$ cat src/rtl/cfft_pkg.sv
// Shared types, constants and elaboration-time helpers for the radix-2 FFT.
// No dependencies; used by the controller, the datapath and the top level.
`timescale 1ns / 1ps
package cfft_pkg;

  localparam int MAX_POINTS_DEF   = 1024;
  localparam int SAMPLE_WIDTH_DEF = 24;
  localparam int TW_FRAC_DEF      = 17;
  localparam int DATA_WIDTH       = 40;
  localparam int ANG_FRAC         = 28;
  localparam longint unsigned TWO_PI_ANG = 64'd1686629713;

  localparam int CFG_DATA_WIDTH = 4;
  localparam logic CFG_POINTS_LOG2 = 1'b0;
  localparam logic CFG_INVERSE     = 1'b1;
  localparam logic [3:0] POINTS_LOG2_RESET = 4'd10;

  localparam logic FUNC_LOAD = 1'b0;
  localparam logic FUNC_READ = 1'b1;
  localparam logic STATUS_OK        = 1'b0;
  localparam logic STATUS_NOT_READY = 1'b1;

  typedef enum logic {
    PH_LOADING = 1'b0,
    PH_READY   = 1'b1
  } phase_t;

  typedef enum logic [2:0] {
    WR_SAMPLE = 3'd0,
    WR_DOUT   = 3'd1,
    WR_OPA    = 3'd2,
    WR_SUM_HI = 3'd3,
    WR_SUM_LO = 3'd4,
    WR_SCALED = 3'd5
  } wr_sel_t;

  typedef struct packed {
    logic    wr_en;
    wr_sel_t wr_sel;
    logic    lat_a;
    logic    mul_en;
    logic    sum_en;
    logic    inv;
    logic    out_zero;
  } dp_ctrl_t;

  // Saturate a widened sum to the data width
  function automatic logic signed [DATA_WIDTH-1:0] sat_data(
      input logic signed [DATA_WIDTH+3:0] v);
    logic signed [DATA_WIDTH+3:0] hi;
    logic signed [DATA_WIDTH+3:0] lo;
    hi = (DATA_WIDTH+4)'({1'b0, {(DATA_WIDTH-1){1'b1}}});
    lo = ~hi;
    if (v > hi) return hi[DATA_WIDTH-1:0];
    if (v < lo) return lo[DATA_WIDTH-1:0];
    return v[DATA_WIDTH-1:0];
  endfunction

  // Elaboration only: Q.28 rounded multiply
  function automatic longint unsigned mulq(input longint unsigned a,
                                           input longint unsigned b);
    return (a * b + (64'd1 << (ANG_FRAC - 1))) >> ANG_FRAC;
  endfunction

  // Elaboration only: truncating unsigned quotient, shift and subtract
  function automatic longint unsigned udiv(input longint unsigned num,
                                           input longint unsigned den);
    longint unsigned q;
    longint unsigned r;
    q = '0;
    r = '0;
    for (int b = 63; b >= 0; b--) begin
      r = {r[62:0], num[b]};
      if (r >= den) begin
        r    = r - den;
        q[b] = 1'b1;
      end
    end
    return q;
  endfunction

  // Elaboration only: Taylor series for cos or sin at Q.28 angle x
  function automatic longint taylor(input longint unsigned x, input bit want_sin);
    longint unsigned ts;
    longint unsigned tc;
    longint ss;
    longint cc;
    ts = x;
    tc = 64'd1 << ANG_FRAC;
    ss = longint'(x);
    cc = longint'(tc);
    for (int n = 1; n <= 12; n++) begin
      ts = udiv(mulq(mulq(ts, x), x), longint'((2 * n) * (2 * n + 1)));
      tc = udiv(mulq(mulq(tc, x), x), longint'((2 * n - 1) * (2 * n)));
      if ((n & 1) == 1) begin
        ss = ss - longint'(ts);
        cc = cc - longint'(tc);
      end else begin
        ss = ss + longint'(ts);
        cc = cc + longint'(tc);
      end
    end
    return want_sin ? ss : cc;
  endfunction

  // Elaboration only: rounded arithmetic shift
  function automatic longint round_shr(input longint v, input int s);
    if (s == 0) return v;
    return (v + (longint'(1) <<< (s - 1))) >>> s;
  endfunction

endpackage

$ cat src/rtl/cfft_ctrl.sv
// FFT controller: config registers, frame phase, load/read indexes and the
// bit-reverse, butterfly and scaling sequencer. Depends on cfft_pkg.
`timescale 1ns / 1ps
module cfft_ctrl #(
  parameter int MAX_POINTS = cfft_pkg::MAX_POINTS_DEF,
  localparam int AW  = $clog2(MAX_POINTS),
  localparam int LW  = $clog2(AW + 1),
  localparam int TWA = (AW > 1) ? AW - 1 : 1
) (
  input  logic                                clk,
  input  logic                                rst,
  input  logic                                start,
  input  logic                                func,
  output logic                                busy,
  input  logic                                cfg_valid,
  input  logic                                cfg_index,
  input  logic [cfft_pkg::CFG_DATA_WIDTH-1:0] cfg_data,
  output logic                                result_valid,
  output logic                                last_result,
  output logic                                status,
  output cfft_pkg::dp_ctrl_t                  ctrl,
  output logic [AW-1:0]                       rd_addr,
  output logic [AW-1:0]                       wr_addr,
  output logic [TWA-1:0]                      tw_idx,
  output logic [LW-1:0]                       scale_shift
);

  typedef enum logic [12:0] {
    S_IDLE = 13'h0001,
    S_BR_A = 13'h0002,
    S_BR_B = 13'h0004,
    S_BR_C = 13'h0008,
    S_BR_D = 13'h0010,
    S_BF_A = 13'h0020,
    S_BF_B = 13'h0040,
    S_BF_C = 13'h0080,
    S_BF_D = 13'h0100,
    S_BF_E = 13'h0200,
    S_BF_F = 13'h0400,
    S_SC_A = 13'h0800,
    S_SC_B = 13'h1000
  } state_t;

  state_t state, state_next;
  logic [3:0] points_log2, points_log2_next;
  logic inverse_mode, inverse_mode_next;
  cfft_pkg::phase_t phase, phase_next;
  logic [AW:0] load_index, load_index_next;
  logic [AW:0] read_index, read_index_next;
  logic [AW-1:0] idx, idx_next;
  logic [LW-1:0] st0, st0_next;
  logic result_valid_next, last_result_next, status_next;
  logic out_zero, out_zero_next;

  logic [LW-1:0] len_log2;
  logic [AW:0] n_pts;
  logic [AW-1:0] n_m1, half_m1, rev_full, rev, mask, ia, ja;
  logic accept;

  assign busy   = (state != S_IDLE);
  assign accept = start && !busy;
  assign scale_shift = len_log2;

  always_comb begin
    len_log2 = (points_log2 > 4'(AW)) ? LW'(AW) : points_log2[LW-1:0];
    n_pts    = (AW+1)'(1) << len_log2;
    n_m1     = AW'(n_pts - (AW+1)'(1));
    half_m1  = AW'((n_pts >> 1) - (AW+1)'(1));
    for (int b = 0; b < AW; b++) rev_full[b] = idx[AW-1-b];
    rev  = rev_full >> (LW'(AW) - len_log2);
    mask = (AW'(1) << st0) - AW'(1);
    ia   = ((idx & ~mask) << 1) | (idx & mask);
    ja   = ia | (AW'(1) << st0);
    tw_idx = TWA'((idx & mask) << (LW'(AW - 1) - st0));
  end

  always_comb begin
    state_next        = state;
    points_log2_next  = points_log2;
    inverse_mode_next = inverse_mode;
    phase_next        = phase;
    load_index_next   = load_index;
    read_index_next   = read_index;
    idx_next          = idx;
    st0_next          = st0;
    result_valid_next = 1'b0;
    last_result_next  = 1'b0;
    status_next       = cfft_pkg::STATUS_OK;
    out_zero_next     = out_zero;
    rd_addr           = read_index[AW-1:0];
    wr_addr           = load_index[AW-1:0];
    ctrl              = '0;
    ctrl.wr_sel       = cfft_pkg::WR_SAMPLE;
    ctrl.inv          = inverse_mode;
    ctrl.out_zero     = out_zero;

    unique case (state)
      S_IDLE: begin
        if (cfg_valid) begin
          if (cfg_index == cfft_pkg::CFG_POINTS_LOG2) points_log2_next = cfg_data;
          else inverse_mode_next = cfg_data[0];
          phase_next      = cfft_pkg::PH_LOADING;
          load_index_next = '0;
          read_index_next = '0;
        end else if (accept && func == cfft_pkg::FUNC_LOAD) begin
          if (phase == cfft_pkg::PH_LOADING && load_index < n_pts) begin
            ctrl.wr_en      = 1'b1;
            load_index_next = load_index + (AW+1)'(1);
            if (load_index_next >= n_pts) begin
              idx_next = '0;
              st0_next = '0;
              if (len_log2 == '0) begin
                phase_next      = cfft_pkg::PH_READY;
                read_index_next = '0;
              end else begin
                state_next = S_BR_A;
              end
            end
          end
        end else if (accept) begin
          result_valid_next = 1'b1;
          if (phase == cfft_pkg::PH_READY && read_index < n_pts) begin
            out_zero_next    = 1'b0;
            last_result_next = (read_index == n_pts - (AW+1)'(1));
            read_index_next  = read_index + (AW+1)'(1);
            if (read_index_next >= n_pts) begin
              phase_next      = cfft_pkg::PH_LOADING;
              load_index_next = '0;
              read_index_next = '0;
            end
          end else begin
            out_zero_next = 1'b1;
            status_next   = cfft_pkg::STATUS_NOT_READY;
          end
        end
      end
      S_BR_A: begin
        rd_addr = idx;
        if (rev > idx) state_next = S_BR_B;
        else if (idx == n_m1) begin
          idx_next   = '0;
          state_next = S_BF_A;
        end else idx_next = idx + AW'(1);
      end
      S_BR_B: begin
        rd_addr    = rev;
        ctrl.lat_a = 1'b1;
        state_next = S_BR_C;
      end
      S_BR_C: begin
        ctrl.wr_en  = 1'b1;
        ctrl.wr_sel = cfft_pkg::WR_DOUT;
        wr_addr     = idx;
        state_next  = S_BR_D;
      end
      S_BR_D: begin
        ctrl.wr_en  = 1'b1;
        ctrl.wr_sel = cfft_pkg::WR_OPA;
        wr_addr     = rev;
        if (idx == n_m1) begin
          idx_next   = '0;
          state_next = S_BF_A;
        end else begin
          idx_next   = idx + AW'(1);
          state_next = S_BR_A;
        end
      end
      S_BF_A: begin
        rd_addr    = ia;
        state_next = S_BF_B;
      end
      S_BF_B: begin
        rd_addr    = ja;
        ctrl.lat_a = 1'b1;
        state_next = S_BF_C;
      end
      S_BF_C: begin
        ctrl.mul_en = 1'b1;
        state_next  = S_BF_D;
      end
      S_BF_D: begin
        ctrl.sum_en = 1'b1;
        state_next  = S_BF_E;
      end
      S_BF_E: begin
        ctrl.wr_en  = 1'b1;
        ctrl.wr_sel = cfft_pkg::WR_SUM_HI;
        wr_addr     = ia;
        state_next  = S_BF_F;
      end
      S_BF_F: begin
        ctrl.wr_en  = 1'b1;
        ctrl.wr_sel = cfft_pkg::WR_SUM_LO;
        wr_addr     = ja;
        state_next  = S_BF_A;
        if (idx == half_m1) begin
          idx_next = '0;
          if (st0 == len_log2 - LW'(1)) begin
            if (inverse_mode) state_next = S_SC_A;
            else begin
              state_next      = S_IDLE;
              phase_next      = cfft_pkg::PH_READY;
              read_index_next = '0;
            end
          end else st0_next = st0 + LW'(1);
        end else idx_next = idx + AW'(1);
      end
      S_SC_A: begin
        rd_addr    = idx;
        state_next = S_SC_B;
      end
      S_SC_B: begin
        ctrl.wr_en  = 1'b1;
        ctrl.wr_sel = cfft_pkg::WR_SCALED;
        wr_addr     = idx;
        if (idx == n_m1) begin
          state_next      = S_IDLE;
          phase_next      = cfft_pkg::PH_READY;
          read_index_next = '0;
        end else begin
          idx_next   = idx + AW'(1);
          state_next = S_SC_A;
        end
      end
      default: state_next = S_IDLE;
    endcase
  end

  always_ff @(posedge clk) begin
    if (rst) begin
      state        <= S_IDLE;
      points_log2  <= cfft_pkg::POINTS_LOG2_RESET;
      inverse_mode <= 1'b0;
      phase        <= cfft_pkg::PH_LOADING;
      load_index   <= '0;
      read_index   <= '0;
      idx          <= '0;
      st0          <= '0;
      result_valid <= 1'b0;
      last_result  <= 1'b0;
      status       <= cfft_pkg::STATUS_OK;
      out_zero     <= 1'b0;
    end else begin
      state        <= state_next;
      points_log2  <= points_log2_next;
      inverse_mode <= inverse_mode_next;
      phase        <= phase_next;
      load_index   <= load_index_next;
      read_index   <= read_index_next;
      idx          <= idx_next;
      st0          <= st0_next;
      result_valid <= result_valid_next;
      last_result  <= last_result_next;
      status       <= status_next;
      out_zero     <= out_zero_next;
    end
  end

endmodule

$ cat config.mk
export PLATFORM = sky130hd
export DESIGN_NAME = cfft_ctrl
export DESIGN_NICKNAME = d
export VERILOG_FILES = /design/src/rtl/cfft_pkg.sv /design/src/rtl/cfft_ctrl.sv
export SDC_FILE = /design/constraint.sdc
export NUM_CORES = 1
export LEC_CHECK = 0
export ABC_CLOCK_PERIOD_IN_PS = 5700
export BUFFER_PORTS_ARGS = -buffer_cell sky130_fd_sc_hd__buf_2
export CORE_UTILIZATION = 60
export CTS_CLUSTER_SIZE = 30
export DETAILED_ROUTE_END_ITERATION = 6
export PLACE_DENSITY = 0.84
export SYNTH_ARGS = -nofsm -noshare
export SYNTH_HDL_FRONTEND = slang
export SYNTH_SLANG_ARGS = --single-unit
$ cat constraint.sdc
create_clock -name clk -period 5.7 [get_ports clk]
set_input_delay 0.285 -clock clk [delete_from_list [all_inputs] [get_ports clk]]
set_output_delay 0.285 -clock clk [all_outputs]
set_load 0.02 [all_outputs]
# After elaboration in Yosys (flattened, before gate mapping)
# Cells that the tools add are included.
op_classes:
  muxes: 74
  n_addsub: 10
  mul: 0
  div_mod_pow: 0
  shift: 4
  bitwise_logic: 13
  n_eq_ne: 38
  order_cmp: 6
  reduce_logical: 28
ops:
  columns: ["op", "n"]
  rows:
  - ["11-bit 2-to-1 mux", 18]
  - ["13-bit one-hot mux with 13 select lines", 1]
  - ["13-bit 2-to-1 mux", 7]
  - ["10-bit 2-to-1 mux", 8]
  - ["10-bit one-hot mux with 4 select lines", 2]
  - ["10-bit one-hot mux with 5 select lines", 1]
  - ["12-bit 2-to-1 mux", 4]
  - ["11-bit one-hot mux with 3 select lines", 1]
  - ["4-bit 2-to-1 mux", 7]
  - ["2-bit inequality test (second input constant)", 12]
  - ["4-bit inequality test (second input constant)", 6]
  - ["11-bit by 1-bit adder with 11-bit output (second input constant)", 2]
  - ["11-bit greater-or-equal comparator", 2]
  - ["11-bit < comparator", 2]
  - ["10-bit == test", 2]
  - ["1-bit 2-to-1 mux", 20]
  - ["10-bit bitwise OR", 2]
  - ["3-bit one-hot mux with 5 select lines", 1]
  - ["7-bit AND reduction", 2]
  - ["13-bit by 1-bit == test with 1-bit output (second input constant)", 1]
  - ["13-bit by 10-bit == test with 1-bit output (second input constant)", 1]
  - ["13-bit by 11-bit == test with 1-bit output (second input constant)", 1]
  - ["13-bit by 12-bit == test with 1-bit output (second input constant)", 1]
  - ["13-bit == test (second input constant)", 1]
  - ["other kinds (50)", 68]
totals:
  elab_cells: 185
  in_bits: 10
  ff_bits: 59
  latchBits: 0
  memories: 0
  output_inout_bits: 46
  mem_bits_rw: 0
  romBits: 0

# Logic depth before layout (Yosys ltp)
logic_depth:
  depth_word: 10
  mapped_depth: 24
  mapped_depth_nobuf: 19

# Worst setup path after synthesis
# No wires, ideal clock.
synth_timing:
  path_type: "register to register"
  start: "reg points_log2[2]"
  end: "reg idx[2]"
  period_less_slack_ns: 5.071
  setup_time_ns: 0.058
  n_path_buf: 5
  setup_slack_ns: 0.629
  stages_incl_launch_ff: 22
  t_arrival_ns: 5.014
  required_time_ns: 5.642
  cell_sequence: "dfxtp_1 buf_2 buf_2 buf_2 o21ai_0 nand2_1 inv_1 ha_1 clkbuf_1 clkbuf_1 mux4_2 a21oi_1 inv_1 ha_1 nand2b_1 a211oi_1 or4bb_1 o2111a_1 a211o_1 a21oi_1 o21bai_1 a21o_1"
synth_via:
  elab_chain_len: 8
  elab_cells_between_ends: 22
  classes_between: "add/sub (3); order compare (4); eq/ne (6); shift (2); mux (5); reduce/logical (2)"
synth_rtl:
  columns: ["element", "line_no", "source"]
  rows:
  - ["start, declared", "cfft_ctrl.sv:45", "logic [3:0] points_log2, points_log2_next;"]
  - ["start signal, assigned", "cfft_ctrl.sv:232", "points_log2 <= cfft_pkg::POINTS_LOG2_RESET;"]
  - ["start signal, assigned", "cfft_ctrl.sv:245", "points_log2 <= points_log2_next;"]
  - ["4-bit greater-than comparator (*)", "cfft_ctrl.sv:65", "len_log2 = (points_log2 > 4'(AW)) ? LW'(AW) : points_log2[LW-1:0];"]
  - ["4-bit 2-to-1 mux (*)", "cfft_ctrl.sv:65", null]
  - ["named net scale_shift[0]", "cfft_ctrl.sv:25", "output logic [LW-1:0] scale_shift"]
  - ["parallel branches: the longest is 6 deep, another holds 10-bit greater-than comparator", null, null]
  - ["end signal, assigned", "cfft_ctrl.sv:250", "idx <= idx_next;"]
  - ["end, declared", "cfft_ctrl.sv:50", "logic [AW-1:0] idx, idx_next;"]
# Mark *: on every way through the listed nets, which the timed path passes. The select of a mux whose other input is x is not followed.
# A chain may end at the register's enable or synchronous reset.

# Worst setup path after layout
layout_timing:
  start: "reg points_log2[1]"
  end: "reg read_index[6]"
layout_via:
  elab_chain_len: 10
  elab_cells_between_ends: 30
  classes_between: "add/sub (3); order compare (5); eq/ne (10); shift (1); mux (7); reduce/logical (4)"
layout_rtl:
  columns: ["element", "line_no", "source"]
  rows:
  - ["4-bit greater-than comparator", "cfft_ctrl.sv:65", null]
  - ["4-bit 2-to-1 mux (*)", "cfft_ctrl.sv:65", null]
  - ["1-bit by 4-bit << shifter with 11-bit output", "cfft_ctrl.sv:66", "n_pts = (AW+1)'(1) << len_log2;"]
  - ["11-bit greater-or-equal comparator", "cfft_ctrl.sv:126", "if (read_index_next >= n_pts) begin"]
  - ["11-bit 2-to-1 mux", "cfft_ctrl.sv:126", null]
  - ["11-bit 2-to-1 mux", "cfft_ctrl.sv:122", "if (phase == cfft_pkg::PH_READY && read_index < n_pts) begin"]
  - ["11-bit 2-to-1 mux", "cfft_ctrl.sv:120", "end else if (accept) begin"]
  - ["11-bit 2-to-1 mux", "cfft_ctrl.sv:105", "end else if (accept && func == cfft_pkg::FUNC_LOAD) begin"]
  - ["11-bit 2-to-1 mux", "cfft_ctrl.sv:99", "if (cfg_valid) begin"]
  - ["11-bit one-hot mux with 3 select lines", "cfft_ctrl.sv:97", "unique case (state)"]
  - ["end signal, assigned", "cfft_ctrl.sv:249", "read_index <= read_index_next;"]
  - ["end, declared", "cfft_ctrl.sv:49", "logic [AW:0] read_index, read_index_next;"]
# Every way passes the cells marked *; elsewhere a longest branch is shown, timed or not. The select of a mux whose other input is x is not followed.

==> results.md <==
Min path:
- The capture endpoint of the worst hold path is points_log2[1].
- The worst hold path passes through 3 cells.
- The origin of the worst min-delay path is cfg_data[1].
- The path class of the tightest hold or removal check is input port to flop.

Place:
- Port buffering added 55 buffers.
- The weighted congestion at the end of routability-driven global placement is 1.02.
- The worst setup slack before clock tree synthesis is 0.553 ns.
- Once detailed placement completed, the half-perimeter wirelength came to 18.3 mm.

STA:
- The hold violation total from the final report was 0.
- Summed over all failing endpoints, the final setup total negative slack is 0 ns.
- The max-slew violation total from the final report is 0.
- Across all setup checks in the final design, the least slack found is 0.473 ns.
- The final worst-path cycle share is 0.917.
- The minimum clock period is 5.23 ns.
- The upper clock frequency limit is 0.191 GHz.
- Setup repair after global routing left no endpoint under its margin.
- The max-slew headroom at the worst pin is 0.252.
- For the final database, setup skew stands at 0.0128 ns.
- At the pin with the least slew margin, the transition time is 1.12 ns.
- Setup violations remaining at the end of the flow were counted as 0.

Die:
- The core region is 0.0120 mm^2.
- Measured along the x axis, the die boundary spans around 110 um.
- The die height is 113 um.
- The total number of placement rows is 40.
- The overall die area is between 0.01 and 0.015 mm^2.
- The initial utilization of the core area, before any placement, comes to 0.614.
- Pin placement for this block handled 56 I/O pins.

Routing:
- The count of routing violations after the opening detailed-route iteration is 987.
- The count of nets left with antenna violations after detail routing is 0.
- The average wire length per cell after detail routing is roughly 21 um.
- The routed layout has 8085 vias.
- Using the TritonRoute via totals, the vias-per-cell ratio works out to 6.89.
- The iteration count of the initial detailed-routing pass is 7.
- After detailed routing, the number of remaining DRC violations is 0.
- The total length of routed wires is 24.7 mm.

Synth:
- The Yosys step of the flow raised 0 warnings.
- Counting flops and latches in the post-synthesis netlist gives 59.
- The number of distinct library cell variants in the gate-level netlist after synthesis is 85.
- The average instance area after synthesis is about 7.2 um^2.
- Counting flops with a built-in enable in the synthesized netlist gives 0.
- The commonest register cell after synthesis is dfxtp_1.
- The number of cells produced by synthesis is 1015.
- When the netlist entered floorplanning its net count stood at about 1100.
- The synthesized area is 0.00735 mm^2.
- The share of the Yosys chip area taken by registers is 0.161.
- Counting flops with an async set or reset pin after synthesis yields a share of 0.

Global route:
- Across every metal layer, demand over resource in global routing totals 0.393.
- The via count of the first global-routing pass is 7257.
- The sum of overflow across all layers after global routing is 0.
- Entering global routing, the biggest net connects 38 pins.
- The initial antenna violation count is 0.
- The wire length of the first global-routing pass is roughly 39 mm.

Clock network:
- The number of buffers inserted by post-CTS setup repair is 0.
- The maximum number of buffers from clock root to sink is 2.
- Buffers inserted to repair hold after CTS numbered 0.
- The clock slew seen by the registers of the worst setup and hold paths is 0.06 ns.
- Counting every sink on the clock net gives 59.
- The count of instances resized after the clock tree is built is 0.
- The CTS buffer count is 9.
- The H-tree was split into 3 levels.
- The clock latency at the later pin of the worst-skew pair is 0.35 ns.
- The cell sitting at the root of the clock tree is a clkbuf_16.
- The clock tree from TritonCTS is yes.

Layout:
- After the last flow step, the layout net total stands at 1105.
- The layout overhead on the synthesized area is 7.61%.
- Fill cells in the final layout number 1026.
- The share of final-layout standard cells stronger than drive strength 1 is 0.106.
- The antenna cell count is 0.

Run:
- Max-cap violations in this run came to 0.

Power:
- Dividing total power by cell area gives a power density of 235 mW/mm^2.
- The worst voltage drop across the vdd grid is 156 uV.
- The analysis attributes to cell leakage a power of 0.00339 uW.

Setup path:
- In this run the critical register-to-register path is launched from points_log2[1].
- In this run the worst path has a maximum fanout of 15.
- The category of the worst setup path capture point is a flop.
- STA classifies the critical path startpoint as a flop.
- The internal reg-to-reg setup slack is approximately 0.47 ns.
- The required time of the worst setup path is 5.93 ns.
- The count of cells along the worst register-to-register path is 17.
- The worst register-to-register path ends at read_index[6].
- The data arrival time at the worst-slack endpoint is around 5.5 ns.
- The critical path is of the flop to flop type.

Status:
- The run finished with clean final reports.
## flip-flops by register name, summed over array words and instances, names as in the netlist
register and cells:
last_result 1, status 1, inverse_mode 1, result_valid 1
points_log2 4, load_index 11, st0 4, idx 10
phase 1, state 13, out_zero 1, read_index 11
## area by class of cell
class,count,area [um^2],area share
Clock buffer,12,256,0.0324
Multi-Input combinational cell,843,5710,0.722
Inverter,47,176,0.0223
Sequential cell,59,1180,0.149
Timing Repair Buffer,62,328,0.0415
Tap cell,147,184,0.0233
Clock inverter,4,72.6,0.00918
## synthesized netlist by cell type (all sizes together), types with 4 or more instances
cell,n,area [um^2]
a211oi,11,82.6
a21o,12,90.1
a21oi,71,355
a221o,9,91.3
a221oi,9,78.8
a222oi,6,60.1
a22o,4,35.0
a22oi,5,37.5
a31oi,12,75.1
and2,10,62.6
and3,23,144
buf,22,121
clkbuf,44,165
dfxtp,59,1180
ha,73,913
inv,45,169
mux2i,18,180
nand2,79,299
nand2b,20,125
nand3,38,190
nand3b,8,63.8
nand4,13,96.3
nor2,111,419
nor2b,15,93.8
nor3,31,171
nor3b,15,118
nor4,10,83.8
o2111ai,5,43.8
o211ai,23,173
o21a,14,105
o21ai,55,275
o21bai,9,67.6
o31ai,4,30.0
or2,8,50.1
or3,8,50.1
or4,5,45.0
xnor2,41,359
xor2,18,158
## how the worst max path moves through the flow
stage	start	to	slack (ns)
after detailed placement	points_log2[1]	read_index[0]	0.55
after global routing	points_log2[1]	read_index[6]	0.12
after global placement	points_log2[1]	read_index[4]	0.82
after floorplan	points_log2[2]	idx[2]	0.63
after CTS	points_log2[1]	read_index[0]	0.50
final	points_log2[1]	read_index[6]	0.47
## placed cells by master, fill, tap and decap left out, types with 11 or more instances in the layout
cell,netlist,final
xor2_1,18,18
nand4_1,12,12
ha_1,73,73
a31oi_1,12,12
dfxtp_1,59,59
mux2i_1,18,18
and3_1,23,23
nand3_1,38,38
nor2b_1,15,15
inv_1,44,44
o211ai_1,23,23
nor3_1,29,28
a211oi_1,11,11
o21a_1,14,14
o21ai_0,54,54
a21oi_1,71,71
nor2_1,110,110
nand2_1,78,78
xnor2_1,41,41
nor3b_1,14,14
a21o_1,12,12
nand2b_1,20,20
buf_2,13,55
## kinds of logic (layout without fill, tap and decap cells)
kind of cell | count (synthesis) | in the layout | synth area share
and+or+nand+nor | 405 | 405 | 0.288
AOI/OAI and AO/OA | 283 | 283 | 0.259
buffers and inverters | 113 | 125 | 0.0630
adders and majority gates | 73 | 73 | 0.124
xor gates and xnor gates | 59 | 59 | 0.0703
DFF | 59 | 59 | 0.161
muxes | 23 | 23 | 0.0352
## report_power, final
part / switching (uW) / leakage (uW) / internal, uW
clock: 216 / 0.000159 / 406
combinational: 489 / 0.00275 / 275
sequential: 33.2 / 0.000477 / 436
total: 738 / 0.00339 / 1120
## critical path: stages (launching register included)
cell      delay, ns
dfxtp_1        0.40
o21ai_0        0.30
nand2_1        0.09
buf_4          0.21
inv_1          0.16
ha_1           0.46
nor3b_1        0.36
inv_1          0.22
ha_1           0.36
nand2b_1       0.16
mux2i_1        0.12
a221o_1        0.32
a31o_2         0.26
or4_1          0.48
o21a_1         0.27
nor3_4         0.38
nor2_2         0.15
a221o_1        0.39
## metrics by stage
stage | cell area [um^2] | power [uW] | hold WS [ns] | util | std cells
2_1_floorplan | 7350 | 1040 | 0.410 | - | 1015
3_3_place_gp | 7570 | 1200 | 0.453 | 0.633 | 1158
3_5_place_dp | 7570 | 1210 | 0.471 | 0.633 | 1158
4_1_cts | 7900 | 1830 | 0.150 | 0.661 | 1174
5_1_grt | 7910 | 1940 | 0.174 | 0.661 | 1174
6_report | 7910 | 1850 | 0.144 | 0.661 | 1174
## layer usage
layer / track usage / part of all wire
met2: 0.621 / 0.44
met3: 0.0691 / 0.094
met4: 0.245 / 0.062
met5: 0 / 0
met1: 0.497 / 0.40
(Power assumes the default switching activity.)
